===== src/sv/asid_alloc_pkg.sv =====
// ----------------------------------------------------------------------------
// ASID allocator package
// Field widths, action codes, reset values and the controller/datapath
// command and status bundles.
// ----------------------------------------------------------------------------
package asid_alloc_pkg;

    // Fixed field widths of the stream beats and the used count.
    localparam int ASID_W   = 8;
    localparam int ACTION_W = 2;
    localparam int COUNT_W  = 9;

    // Default bitmap size and register reset values.
    localparam int                ASID_BITS_DEF  = 8;
    localparam logic [ASID_W-1:0] MAX_ASID_RESET = 8'd255;
    localparam logic [ASID_W-1:0] NEXT_RESET     = 8'd1;

    // Action codes carried on s_tuser.
    localparam logic [ACTION_W-1:0] ACT_ALLOC   = 2'd0;
    localparam logic [ACTION_W-1:0] ACT_RELEASE = 2'd1;
    localparam logic [ACTION_W-1:0] ACT_RESERVE = 2'd2;

    // Commands from the controller to the datapath.
    typedef struct packed {
        logic take_in;    // latch the input beat
        logic init_scan;  // load the scan start point and clear the probe count
        logic step;       // advance the scan candidate with wrap
        logic rd_en;      // read the used mark at the current ASID
        logic clr_wr;     // clearing sweep write
        logic mark_set;   // set the used mark at the current ASID
        logic mark_clr;   // clear the used mark at the current ASID
        logic cnt_inc;
        logic cnt_dec;
        logic next_load;  // move the next-candidate pointer to the current ASID
        logic push_ok;    // load a successful result beat
        logic push_fail;  // load a failed result beat
    } ctrl_cmd_t;

    // Status from the datapath to the controller.
    typedef struct packed {
        logic clear_last;  // clearing sweep is at its last entry
        logic act_alloc;
        logic act_release;
        logic act_reserve;
        logic pre_fail;    // request fails without looking at the bitmap
        logic mark;        // used mark read back for the current ASID
        logic last_iter;   // current probe is the last one the scan allows
        logic out_free;    // output register can take a beat this cycle
    } dp_status_t;

endpackage


===== src/sv/asid_allocator.sv =====
// Sequencing: S_START answers a request refused before the bitmap is read; release and
// reserve read one mark in S_PROBE (the RAM read port is registered) and test it in
// S_TEST; an allocate repeats both states for each ASID it probes. One request at a time;
// the next beat is taken while a result waits in the output reg. Reset: synchronous; a
// clearing sweep of all 2**ASID_BITS entries (256 by default) follows, during which
// s_tready stays low. Configuration writes are taken whenever reset is not asserted.
// ----------------------------------------------------------------------------
// ASID allocator
// Round-robin address-space identifier allocator with release and reserve.
// ----------------------------------------------------------------------------
module asid_allocator #(
    parameter int ASID_BITS = asid_alloc_pkg::ASID_BITS_DEF
) (
    input  logic                                aclk,
    input  logic                                aresetn,
    // Request channel
    input  logic                                s_tvalid,
    output logic                                s_tready,
    input  logic [asid_alloc_pkg::ASID_W-1:0]   s_tdata,   // [7:0] asid_in
    input  logic [asid_alloc_pkg::ACTION_W-1:0] s_tuser,   // [1:0] action
    // Result channel
    output logic                                m_tvalid,
    input  logic                                m_tready,
    output logic [asid_alloc_pkg::ASID_W-1:0]   m_tdata,   // [7:0] asid_out
    output logic [0:0]                          m_tuser,   // [0] ok
    // max_asid register write
    input  logic                                cfg_wr_en,
    input  logic [asid_alloc_pkg::ASID_W-1:0]   cfg_wr_data
);

    asid_alloc_pkg::ctrl_cmd_t  cmd;
    asid_alloc_pkg::dp_status_t status;
    logic                       out_ok;

    asid_alloc_ctrl u_ctrl (
        .aclk     (aclk),
        .aresetn  (aresetn),
        .s_tvalid (s_tvalid),
        .s_tready (s_tready),
        .status   (status),
        .cmd      (cmd)
    );

    asid_alloc_dp #(
        .ASID_BITS (ASID_BITS)
    ) u_dp (
        .aclk        (aclk),
        .aresetn     (aresetn),
        .in_action   (s_tuser),
        .in_asid     (s_tdata),
        .cfg_wr_en   (cfg_wr_en),
        .cfg_wr_data (cfg_wr_data),
        .cmd         (cmd),
        .status      (status),
        .m_tready    (m_tready),
        .m_tvalid    (m_tvalid),
        .out_asid    (m_tdata),
        .out_ok      (out_ok)
    );

    assign m_tuser = out_ok;

endmodule


===== src/sv/asid_alloc_ram.sv =====
// ----------------------------------------------------------------------------
// ASID allocator RAM
// Generic single-write, single-read memory with a registered read port.
// ----------------------------------------------------------------------------
module asid_alloc_ram #(
    parameter int WIDTH = 1,
    parameter int DEPTH = 256
) (
    input  logic                     aclk,
    input  logic                     wr_en,
    input  logic [$clog2(DEPTH)-1:0] wr_addr,
    input  logic [WIDTH-1:0]         wr_data,
    input  logic                     rd_en,
    input  logic [$clog2(DEPTH)-1:0] rd_addr,
    output logic [WIDTH-1:0]         rd_data
);

    logic [WIDTH-1:0] mem [DEPTH];
    logic [WIDTH-1:0] rd_data_reg;

    // Write port and registered read port; read data holds when not read.
    always_ff @(posedge aclk) begin
        if (wr_en) begin
            mem[wr_addr] <= wr_data;
        end
        if (rd_en) begin
            rd_data_reg <= mem[rd_addr];
        end
    end

    assign rd_data = rd_data_reg;

endmodule


===== src/sv/asid_alloc_dp.sv =====
// ----------------------------------------------------------------------------
// ASID allocator datapath
// Used-mark bitmap, used count, next-candidate pointer, scan candidate and
// the output register of the result channel.
// ----------------------------------------------------------------------------
module asid_alloc_dp #(
    parameter int ASID_BITS = asid_alloc_pkg::ASID_BITS_DEF
) (
    input  logic                                  aclk,
    input  logic                                  aresetn,
    // Input beat fields
    input  logic [asid_alloc_pkg::ACTION_W-1:0]   in_action,
    input  logic [asid_alloc_pkg::ASID_W-1:0]     in_asid,
    // Configuration write
    input  logic                                  cfg_wr_en,
    input  logic [asid_alloc_pkg::ASID_W-1:0]     cfg_wr_data,
    // Controller interface
    input  asid_alloc_pkg::ctrl_cmd_t             cmd,
    output asid_alloc_pkg::dp_status_t            status,
    // Result channel
    input  logic                                  m_tready,
    output logic                                  m_tvalid,
    output logic [asid_alloc_pkg::ASID_W-1:0]     out_asid,
    output logic                                  out_ok
);

    localparam int ASID_W  = asid_alloc_pkg::ASID_W;
    localparam int COUNT_W = asid_alloc_pkg::COUNT_W;
    localparam int DEPTH   = 1 << ASID_BITS;
    // Largest ASID the bitmap can hold, seen through the 8-bit field.
    localparam int LIM_CAP = (ASID_BITS >= ASID_W) ? ((1 << ASID_W) - 1) : (DEPTH - 1);
    localparam logic [ASID_W-1:0] LIM_CAP_V = ASID_W'(LIM_CAP);

    logic [ASID_W-1:0]         max_reg;
    logic [COUNT_W-1:0]        count_reg;
    logic [ASID_W-1:0]         next_reg;
    logic [ASID_W-1:0]         cur_reg;
    logic [ASID_W-1:0]         iter_reg;
    logic [asid_alloc_pkg::ACTION_W-1:0] action_reg;
    logic [ASID_BITS-1:0]      clr_addr_reg;
    logic                      m_valid_reg;
    logic [ASID_W-1:0]         m_asid_reg;
    logic                      m_ok_reg;

    logic [ASID_W-1:0]           lim;
    logic [ASID_W-1:0]           scan_start;
    logic [ASID_W:0]             cur_inc;
    logic [ASID_W-1:0]           cur_step;
    logic [ASID_W+ASID_BITS-1:0] cur_ext;
    logic [ASID_BITS-1:0]        cur_addr;
    logic                        in_range;
    logic                        ram_wr_en;
    logic [ASID_BITS-1:0]        ram_wr_addr;
    logic                        ram_rd_data;

    // Allocation limit and the point where a scan begins.
    assign lim        = (max_reg > LIM_CAP_V) ? LIM_CAP_V : max_reg;
    assign scan_start = (next_reg == '0 || next_reg > lim) ? ASID_W'(1) : next_reg;

    // Next candidate, wrapping past the limit back to one.
    assign cur_inc  = {1'b0, cur_reg} + (ASID_W + 1)'(1);
    assign cur_step = (cur_inc > {1'b0, lim}) ? ASID_W'(1) : cur_inc[ASID_W-1:0];

    // Bitmap address of the current ASID and its range check.
    assign cur_ext  = {{ASID_BITS{1'b0}}, cur_reg};
    assign cur_addr = cur_ext[ASID_BITS-1:0];
    assign in_range = (cur_ext[ASID_W+ASID_BITS-1:ASID_BITS] == '0);

    // Bitmap write port: clearing sweep or a mark update.
    assign ram_wr_en   = cmd.clr_wr | cmd.mark_set | cmd.mark_clr;
    assign ram_wr_addr = cmd.clr_wr ? clr_addr_reg : cur_addr;

    asid_alloc_ram #(
        .WIDTH (1),
        .DEPTH (DEPTH)
    ) u_mark_ram (
        .aclk    (aclk),
        .wr_en   (ram_wr_en),
        .wr_addr (ram_wr_addr),
        .wr_data (cmd.mark_set),
        .rd_en   (cmd.rd_en),
        .rd_addr (cur_addr),
        .rd_data (ram_rd_data)
    );

    // Status decode for the controller.
    always_comb begin
        status             = '0;
        status.clear_last  = (clr_addr_reg == '1);
        status.mark        = ram_rd_data;
        status.last_iter   = (iter_reg == lim - ASID_W'(1));
        status.out_free    = !m_valid_reg || m_tready;
        case (action_reg)
            asid_alloc_pkg::ACT_ALLOC: begin
                status.act_alloc = 1'b1;
                status.pre_fail  = (count_reg > {1'b0, max_reg}) || (lim == '0);
            end
            asid_alloc_pkg::ACT_RELEASE: begin
                status.act_release = 1'b1;
                status.pre_fail    = !in_range;
            end
            asid_alloc_pkg::ACT_RESERVE: begin
                status.act_reserve = 1'b1;
                status.pre_fail    = !in_range;
            end
            default: begin
                status.pre_fail = 1'b1;
            end
        endcase
    end

    // Control registers: limit, count, pointer, sweep address, result valid.
    always_ff @(posedge aclk) begin
        if (!aresetn) begin
            max_reg      <= asid_alloc_pkg::MAX_ASID_RESET;
            count_reg    <= '0;
            next_reg     <= asid_alloc_pkg::NEXT_RESET;
            clr_addr_reg <= '0;
            m_valid_reg  <= 1'b0;
        end else begin
            if (cfg_wr_en) begin
                max_reg <= cfg_wr_data;
            end
            if (cmd.cnt_inc) begin
                count_reg <= count_reg + COUNT_W'(1);
            end else if (cmd.cnt_dec) begin
                count_reg <= count_reg - COUNT_W'(1);
            end
            if (cmd.next_load) begin
                next_reg <= cur_reg;
            end
            if (cmd.clr_wr) begin
                clr_addr_reg <= clr_addr_reg + ASID_BITS'(1);
            end
            if (cmd.push_ok || cmd.push_fail) begin
                m_valid_reg <= 1'b1;
            end else if (m_tready) begin
                m_valid_reg <= 1'b0;
            end
        end
    end

    // Payload registers: request, scan position and result fields.
    always_ff @(posedge aclk) begin
        if (cmd.take_in) begin
            action_reg <= in_action;
            cur_reg    <= in_asid;
        end else if (cmd.init_scan) begin
            cur_reg <= scan_start;
        end else if (cmd.step) begin
            cur_reg <= cur_step;
        end
        if (cmd.init_scan) begin
            iter_reg <= '0;
        end else if (cmd.step) begin
            iter_reg <= iter_reg + ASID_W'(1);
        end
        if (cmd.push_ok) begin
            m_asid_reg <= cur_reg;
            m_ok_reg   <= 1'b1;
        end else if (cmd.push_fail) begin
            m_asid_reg <= '0;
            m_ok_reg   <= 1'b0;
        end
    end

    assign m_tvalid = m_valid_reg;
    assign out_asid = m_asid_reg;
    assign out_ok   = m_ok_reg;

endmodule


===== src/sv/asid_alloc_ctrl.sv =====
// ----------------------------------------------------------------------------
// ASID allocator controller
// Sequences the clearing sweep after reset and the bitmap probes of each
// request, and decides when a result beat is loaded.
// ----------------------------------------------------------------------------
module asid_alloc_ctrl (
    input  logic                       aclk,
    input  logic                       aresetn,
    input  logic                       s_tvalid,
    output logic                       s_tready,
    input  asid_alloc_pkg::dp_status_t status,
    output asid_alloc_pkg::ctrl_cmd_t  cmd
);

    typedef enum logic [2:0] {
        S_CLEAR,
        S_IDLE,
        S_START,
        S_PROBE,
        S_TEST
    } state_t;

    state_t state_reg;
    state_t state_next;

    logic hit;
    logic miss;

    // A probe succeeds on a free ASID for allocate and reserve, a used one
    // for release. Only an allocate scan goes on past a used ASID, until its last probe.
    always_comb begin
        hit  = 1'b0;
        miss = 1'b0;
        if (status.act_alloc) begin
            hit  = !status.mark;
            miss = status.mark && status.last_iter;
        end else if (status.act_release) begin
            hit  = status.mark;
            miss = !status.mark;
        end else if (status.act_reserve) begin
            hit  = !status.mark;
            miss = status.mark;
        end
    end

    // Next state and commands.
    always_comb begin
        cmd        = '0;
        state_next = state_reg;
        case (state_reg)
            S_CLEAR: begin
                cmd.clr_wr = 1'b1;
                if (status.clear_last) begin
                    state_next = S_IDLE;
                end
            end
            S_IDLE: begin
                if (s_tvalid) begin
                    cmd.take_in = 1'b1;
                    state_next  = S_START;
                end
            end
            S_START: begin
                if (status.pre_fail) begin
                    if (status.out_free) begin
                        cmd.push_fail = 1'b1;
                        state_next    = S_IDLE;
                    end
                end else begin
                    cmd.init_scan = status.act_alloc;
                    state_next    = S_PROBE;
                end
            end
            S_PROBE: begin
                cmd.rd_en  = 1'b1;
                state_next = S_TEST;
            end
            S_TEST: begin
                if (hit) begin
                    if (status.out_free) begin
                        cmd.push_ok   = 1'b1;
                        cmd.mark_set  = !status.act_release;
                        cmd.mark_clr  = status.act_release;
                        cmd.cnt_inc   = !status.act_release;
                        cmd.cnt_dec   = status.act_release;
                        cmd.next_load = status.act_alloc || status.act_release;
                        state_next    = S_IDLE;
                    end
                end else if (miss) begin
                    if (status.out_free) begin
                        cmd.push_fail = 1'b1;
                        state_next    = S_IDLE;
                    end
                end else begin
                    cmd.step   = 1'b1;
                    state_next = S_PROBE;
                end
            end
            default: begin
                state_next = S_CLEAR;
            end
        endcase
    end

    // State register.
    always_ff @(posedge aclk) begin
        if (!aresetn) begin
            state_reg <= S_CLEAR;
        end else begin
            state_reg <= state_next;
        end
    end

    assign s_tready = (state_reg == S_IDLE);

endmodule


===== config.mk =====
export PLATFORM = sky130hd
export DESIGN_NAME = asid_allocator
export DESIGN_NICKNAME = d
export VERILOG_FILES = /design/src/sv/asid_alloc_pkg.sv /design/src/sv/asid_allocator.sv /design/src/sv/asid_alloc_ram.sv /design/src/sv/asid_alloc_dp.sv /design/src/sv/asid_alloc_ctrl.sv
export SDC_FILE = /design/constraint.sdc
export NUM_CORES = 1
export LEC_CHECK = 0
export BUFFER_PORTS_ARGS = -buffer_cell sky130_fd_sc_hd__buf_4
export CELL_PAD_IN_SITES_DETAIL_PLACEMENT = 1
export CELL_PAD_IN_SITES_GLOBAL_PLACEMENT = 1
export CORE_MARGIN = 2
export CORE_UTILIZATION = 52
export DETAILED_ROUTE_END_ITERATION = 16
export PLACE_DENSITY = 0.77
export SYNTH_ARGS = -nofsm -noshare
export SYNTH_HDL_FRONTEND = slang
export SYNTH_HIERARCHICAL = 1
export SYNTH_SLANG_ARGS = --single-unit

===== constraint.sdc =====
create_clock -name aclk -period 5.58 [get_ports aclk]
set_input_delay 1.395 -clock aclk [delete_from_list [all_inputs] [get_ports aclk]]
set_output_delay 1.395 -clock aclk [all_outputs]
set_load 0.02 [all_outputs]

==> results of run 1 <==
==> per-layer routing <==
metal / vias to the layer above / track usage [%]
li1: 4611 / -
met4: 0 / 8.437
met5: - / 0
met1: 5229 / 34.01
met3: 82 / 3.510
met2: 293 / 43.24
==> layout by cell type, fill, tap and decap left out, types with 17 or more instances in the layout <==
master and n:
clkbuf_16 36, o21ai_0 21, nand2_1 62, o22ai_1 24
mux4_2 42, a21oi_1 17, and2_1 19, xnor2_1 18
nor2b_1 21, nand3_1 28, edfxtp_1 275, ha_1 39
dfxtp_1 46, inv_1 36, nor2_1 295, mux2i_1 61
buf_4 40
==> layout make-up <==
type	instances	area, um2	area share (%)
clock buffers	45	944.7	5.525
clock inverters	19	279.0	1.632
inverters	36	135.1	0.7903
multi-input cells	830	5719	33.45
flip-flops and latches	321	9179	53.68
well taps	384	480.5	2.810
repair buffers	43	360.3	2.108
==> stage by stage <==
step | utilization (%) | setup slack, ps | hold slack (ps)
floorplan | - | 900.2 | 469.7
global placement | 54.86 | 1451 | 457.7
detailed placement | 54.86 | 1330 | 450.8
CTS | 59.09 | 1704 | 477.1
global route | 59.09 | 1517 | 492.0
finish | 59.09 | 1651 | 471.4
==> where the power goes <==
group          total (mW)  internal [mW]  switching, mW
logic               0.107         0.0361         0.0713
clock network        2.46           1.52          0.939
registers            2.58           2.58        0.00879
total                5.16           4.14           1.02
==> worst register-to-register path: cells and delay by family (launching register included) <==
| family | cells | cell delay, ps |
|---|---|---|
| DFF | 1 | 420 |
| adders and majority gates | 1 | 340 |
| and+or+nand+nor | 3 | 1110 |
| buffers and inverters | 1 | 180 |
| AOI/OAI and AO/OA | 6 | 1640 |
==> cell families (layout without fill, tap and decap cells) <==
logic type / after synthesis / in the layout / synth area share (%)
muxes: 111 / 111 / 10.70
AOI/OAI and AO/OA: 141 / 141 / 6.455
adders and majority gates: 40 / 40 / 3.301
buffers and inverters: 110 / 143 / 3.276
xor gates and xnor gates: 34 / 34 / 1.935
and+or+nand+nor: 504 / 504 / 14.70
DFF: 321 / 321 / 59.64
==> path summary, 6_finish.rpt <==
| check | startpoint | endpoint | slack, ps | depth (start not counted) |
|---|---|---|---|---|
| hold / removal | u_dp/out_ok | u_dp/out_ok | 470 | 1 |
| setup / recovery | u_dp/max_reg[4] | u_dp/cur_addr[0] | 1650 | 11 |
| hold reg to reg | u_dp/out_ok | u_dp/out_ok | 470 | 1 |
| setup reg to reg | u_dp/max_reg[4] | u_dp/cur_addr[0] | 1650 | 11 |
==> metrics.md, run 1 <==
| Metric | Value |
|---|---|
| Rows | 62 |
| Worst path slowest cell | and3_1 |
| Routed WL per cell | about 23 um |
| Wire length on met1 | between 15,000 and 20,000 um |
| Top delay family on crit path | compound AO/OA/AOI/OAI gates |
| Die W | 176.0 um |
| Post-CTS Hold Fix Bufs | 0 |
| Filler cells | approximately 2,900 |
| GPL Wtd Cong | between 0.7 and 0.8 |
| Post-DP HPWL | roughly 24,000 um |
| Setup Viol. Count Final | 0 |
| Pwr/cell area | 301.6 nW/um2 |
| DR iter-0 viols | around 950 |
| Post-synth EDFFs | approximately 280 |
| Slew margin rel. | 24.37% |
| Most instantiated cells after synthesis | 295 x nor2_1, 275 x edfxtp_1, 62 x nand2_1, 61 x mux2i_1, 48 x clkbuf_1 |
| Synth Instances | 1,261 |
| Syn Area/Cell | roughly 12 um2 |
| Placed cells | approximately 1,600 |
| RSZ-0062 raised after global routing | false |
| Seq/Total Area, Yosys | about three fifths |
| Most used flip-flop cell after synthesis | edfxtp_1 |
| Hold Crit Class | flip-flop to flip-flop |
| Syn Std Cell Area | 15,390 um2 |
| Core area | roughly 29,000 um2 |
| DRT Pass-1 Iters | 5 |
| Post-CTS Setup Bufs | 0 |
| Post-synth ARST share | 0% |
| Port bufs | 33 |
| Clk buf depth | 3 |
| Critical Path Start Type | flip-flop |
| Top cell type's share of synthesized area | 53.65% |
| CTS H-tree lvls | 2 |
| Placed Area | 15,870 um2 |
| Layout Nets | between 1,000 and 1,500 |
| N_diodes | 0 |
| Worst Path Buf+Inv | 1 |
| Clk root buf | clkbuf_16 |
| Fin area | 17,100 um2 |
| Total track usage | roughly a quarter |
| GRT Residual Overflow | 0 |
| CTS tree | yes |
| CP peak stage delay | roughly 490 ps |
| Vias in the first global route | 10,760 |
| Synth unique cells | just over 70 |
| Post-layout min period | 3929 ps |
| Most frequent cell after synthesis | nor2_1 |
| Area contributors post-synth | edfxtp_1 54%, nor2_1 7.2%, mux4_2 6.1% |
| Max FO, Critical Path | 12 |
| Worst path arrival time | ~4200 ps |
| Synthesized flop and latch total | 321 |
| Leak | between 5 and 6 nW |
| Chip Height | 176.0 um |
| Largest net degree at the start of global routing | around 260 |
| Synth warnings | 6 |
| Status | finished, final reports clean |
| Via-to-Cell Ratio | roughly 6.1 |
| Top Metal Used | met4 |
| Endpoints failing hold | 0 |
| Critical path data required time | 5850 ps |
| Worst Setup End Kind | flip-flop |
| Area delta synth->final | 11.09% |
| DRC | 0 |
| Final Skew | between 20 and 25 ps |
| Final Max Tran Viols | 0 |
| Syn_nets | roughly 1,300 |
| Fin cells | 1,678 |
| Total Wirelength | about 40,000 um |
| Max reg flops | 256 |
| Least-Margin Pin Slew | about 1100 ps |
| Cell Chain, Critical Path | inv_1 -> ha_1 -> a21o_1 -> a221o_1 -> o22ai_1 -> a31oi_1 -> nor2_1 -> and3_1 -> or4b_1 -> o21a_1 -> o221a_1 |
| # resized after CTS | 0 |
| CP Class | flip-flop to flip-flop |
| Clock buffer count from CTS | 35 |
| Met2 wire len | between 15,000 and 20,000 um |
| Cell accounting for the most synthesized area | edfxtp_1 |
| Num ports | 34 |
| Clock Latency Late Sink | ~530 ps |
| Clock-pin transition on the worst setup and hold timing paths | approximately 60 ps |
| Post-Route Setup TNS | 0 ps |
| Max-Cap Viols | 0 |
| Post-route ant nets | 0 |
| DR vias | 10,220 |
| First-pass GRT wire length | 60,350 um |
| Final period util | around 70% |
| Initial antenna violation count | 0 |
| Layout cells sized above 1 | around 12% |
| Design Power | 5.156 mW |
| Wire length on met3 | between 2000 and 2500 um |
| F_max | about 250 MHz |
| CTS Sinks | between 300 and 400 |
| Initial Util | between 50% and 60% |
| Peak supply drop | between 0.0002 and 0.00025 V |
| Die footprint | 30,990 um2 |
No activity file was read; power rests on OpenSTA's default activity.
==> inputs of run 2 (changes only) <==
- CORE_UTILIZATION: 52 -> 47
- PLACE_DENSITY: 0.77 -> 0.73
- clock period: 5.58 -> 3.4 ns (I/O delays scaled with it)
==> metrics.md, run 2 (synthesis gave the netlist of run 1 again) <==
| Metric | Value |
|---|---|
| Max reg flops | around 260 |
| Peak supply drop | between 0.0004 and 0.0005 V |
| Top delay family on crit path | compound AO/OA/AOI/OAI gates |
| Clock Latency Late Sink | ~540 ps |
| Worst Path Buf+Inv | 1 |
| GRT Residual Overflow | 0 |
| Max-Cap Viols | 0 |
| Max FO, Critical Path | 8 |
| Slew margin rel. | 14.46% |
| Critical path data required time | ~3700 ps |
| RSZ-0062 raised after global routing | false |
| Placed cells | ~1,700 |
| Total Wirelength | between 40,000 and 50,000 um |
| GPL Wtd Cong | ~0.86 |
| Via-to-Cell Ratio | about 5.8 |
| Final Max Tran Viols | 0 |
| Clock buffer count from CTS | 38 |
| Worst Setup End Kind | flip-flop |
| Endpoints failing hold | 0 |
| Layout Nets | around 1,400 |
| Sequential Power Share | about half |
| Die footprint | around 34,000 um2 |
| Status | finished, final reports clean |
| Layout cells sized above 1 | 16.78% |
| Vias in the first global route | approximately 11,000 |
| Comb power frac | approximately 2.5% |
| DRT Pass-1 Iters | 5 |
| Sw Ratio | 20.65% |
| Largest net degree at the start of global routing | 259 |
| Final Skew | ~17 ps |
| Final Util | between 50% and 60% |
| Filler cells | roughly 3,300 |
| Worst path arrival time | between 3000 and 4000 ps |
| Least-Margin Pin Slew | about 1300 ps |
| Rows | 66 |
| Hold Crit Class | flip-flop to flip-flop |
| Worst path slowest cell | or4b_1 |
| Pwr/cell area | between 400 and 500 nW/um2 |
| Core area | between 30,000 and 40,000 um2 |
| Chip Height | approximately 180 um |
| Critical Path Start Type | flip-flop |
| DR iter-0 viols | 901 |
| CTS H-tree lvls | 2 |
| Num ports | 34 |
| Cell Chain, Critical Path | inv_1 -> ha_1 -> a21o_1 -> a221o_1 -> o22ai_1 -> a31oi_1 -> nor2_1 -> and3_1 -> or4b_1 -> o21a_1 -> o221a_1 |
| Commonest non-fill, non-tap cell in the layout | nor2_1 |
| Post-CTS Hold Fix Bufs | 0 |
| Initial antenna violation count | 0 |
| NetSw | 1.775 mW |
| Clock-pin transition on the worst setup and hold timing paths | approximately 60 ps |
| Post-Route Setup TNS | 0 ps |
| Commonest non-fill, non-tap cells in the layout | 295 x nor2_1, 275 x edfxtp_1, 96 x buf_4 |
| Register area | 9180 um2 |
| First-pass GRT wire length | 63,170 um |
| Routed WL per cell | 22.54 um |
| CP peak stage delay | 450 ps |
| N_diodes | 0 |
| Total track usage | 24.54% |
| CTS Sinks | about 320 |
| Initial Util | 47.55% |
| Post-CTS Setup Bufs | 0 |
| Setup Viol. Count Final | 0 |
| P_int | just under 7 mW |
| Clock network fraction of design power | 48.2% |
| Port bufs | 33 |
| CTS tree | yes |
| CP Class | flip-flop to flip-flop |
| Design Power | 8.598 mW |
| Final period util | between 90% and 100% |
| DRC | 0 |
| Multi-input gate area | ~5700 um2 |
| Leak | ~6 nW |
| Fin cells | approximately 1,800 |
| F_max | between 300 and 400 MHz |
| Post-DP HPWL | approximately 26,000 um |
| Post-layout min period | 3210 ps |
| Clk root buf | clkbuf_16 |
| Min Hold Slack | between 400 and 500 ps |
| Clk buf depth | 3 |
| Die W | 185.0 um |
| Post-route ant nets | 0 |
| DR vias | between 10,000 and 15,000 |
| Area delta synth->final | 15.18% |
run 2: cell types whose count changed in the layout (fill, tap and decap cells not counted), moves of 2 or more:
| cell | previous run | this run |
|---|---|---|
| buf_12 | 3 | 7 |
| buf_4 | 40 | 96 |
| bufinv_16 | 7 | 5 |
| clkbuf_16 | 36 | 39 |
| clkinv_1 | 7 | 3 |
| clkinv_2 | 2 | 9 |
| clkinv_4 | 0 | 2 |
run 2: metrics by stage:
stage	instance area, um2	worst slack, ps
3_5_place_dp	16460	-76.71
5_1_grt	17730	10.02
4_1_cts	17730	205.4
6_report	17730	189.6
3_3_place_gp	16460	31.77
2_1_floorplan	15440	42.46
run 2: worst register-to-register path: stages (launching register included):
cell and delay [ps]:
dfxtp_1 390, inv_1 90, ha_1 320, a21o_1 180, a221o_1 350, o22ai_1 210, a31oi_1 140, nor2_1 90
and3_1 280, or4b_1 450, o21a_1 210, o221a_1 260
run 2: power groups by stage:
stage	registers, mW	clock network [mW]	logic, mW
after floorplan	4.32	0	0.106
after global placement	4.32	0	0.205
after detailed placement	4.32	0	0.211
after CTS	4.24	4.23	0.212
after global routing	4.24	4.37	0.232
final	4.24	4.15	0.212
run 2: final cells by class:
cell class,count,area share [%]
clock inverter,22,1.405
sequential,321,51.79
multi-input combinational,830,32.34
inverter,36,0.7623
timing repair buffer,103,4.856
clock buffer,47,5.731
tap,442,3.120
run 2: worst paths after layout:
kind	slack, ps	end	cells after the start	from
setup reg to reg	190	u_dp/cur_addr[0]	11	u_dp/max_reg[4]
setup / recovery	190	u_dp/cur_addr[0]	11	u_dp/max_reg[4]
hold reg to reg	470	u_dp/out_ok	1	u_dp/out_ok
hold / removal	470	u_dp/out_ok	1	u_dp/out_ok
run 2: what timing repair did:
item                                   4_1_cts  5_1_grt
setup endpoints to repair                    0        1
resized for setup                            0        1
endpoints found under the hold margin        0        0
run 2: per-layer routing:
| layer | share of wire (%) | GRT usage [%] |
|---|---|---|
| met2 | 47 | 39.55 |
| met4 | 2.4 | 7.810 |
| met3 | 5.8 | 3.598 |
| met1 | 45 | 34.44 |
| met5 | 0 | 0 |
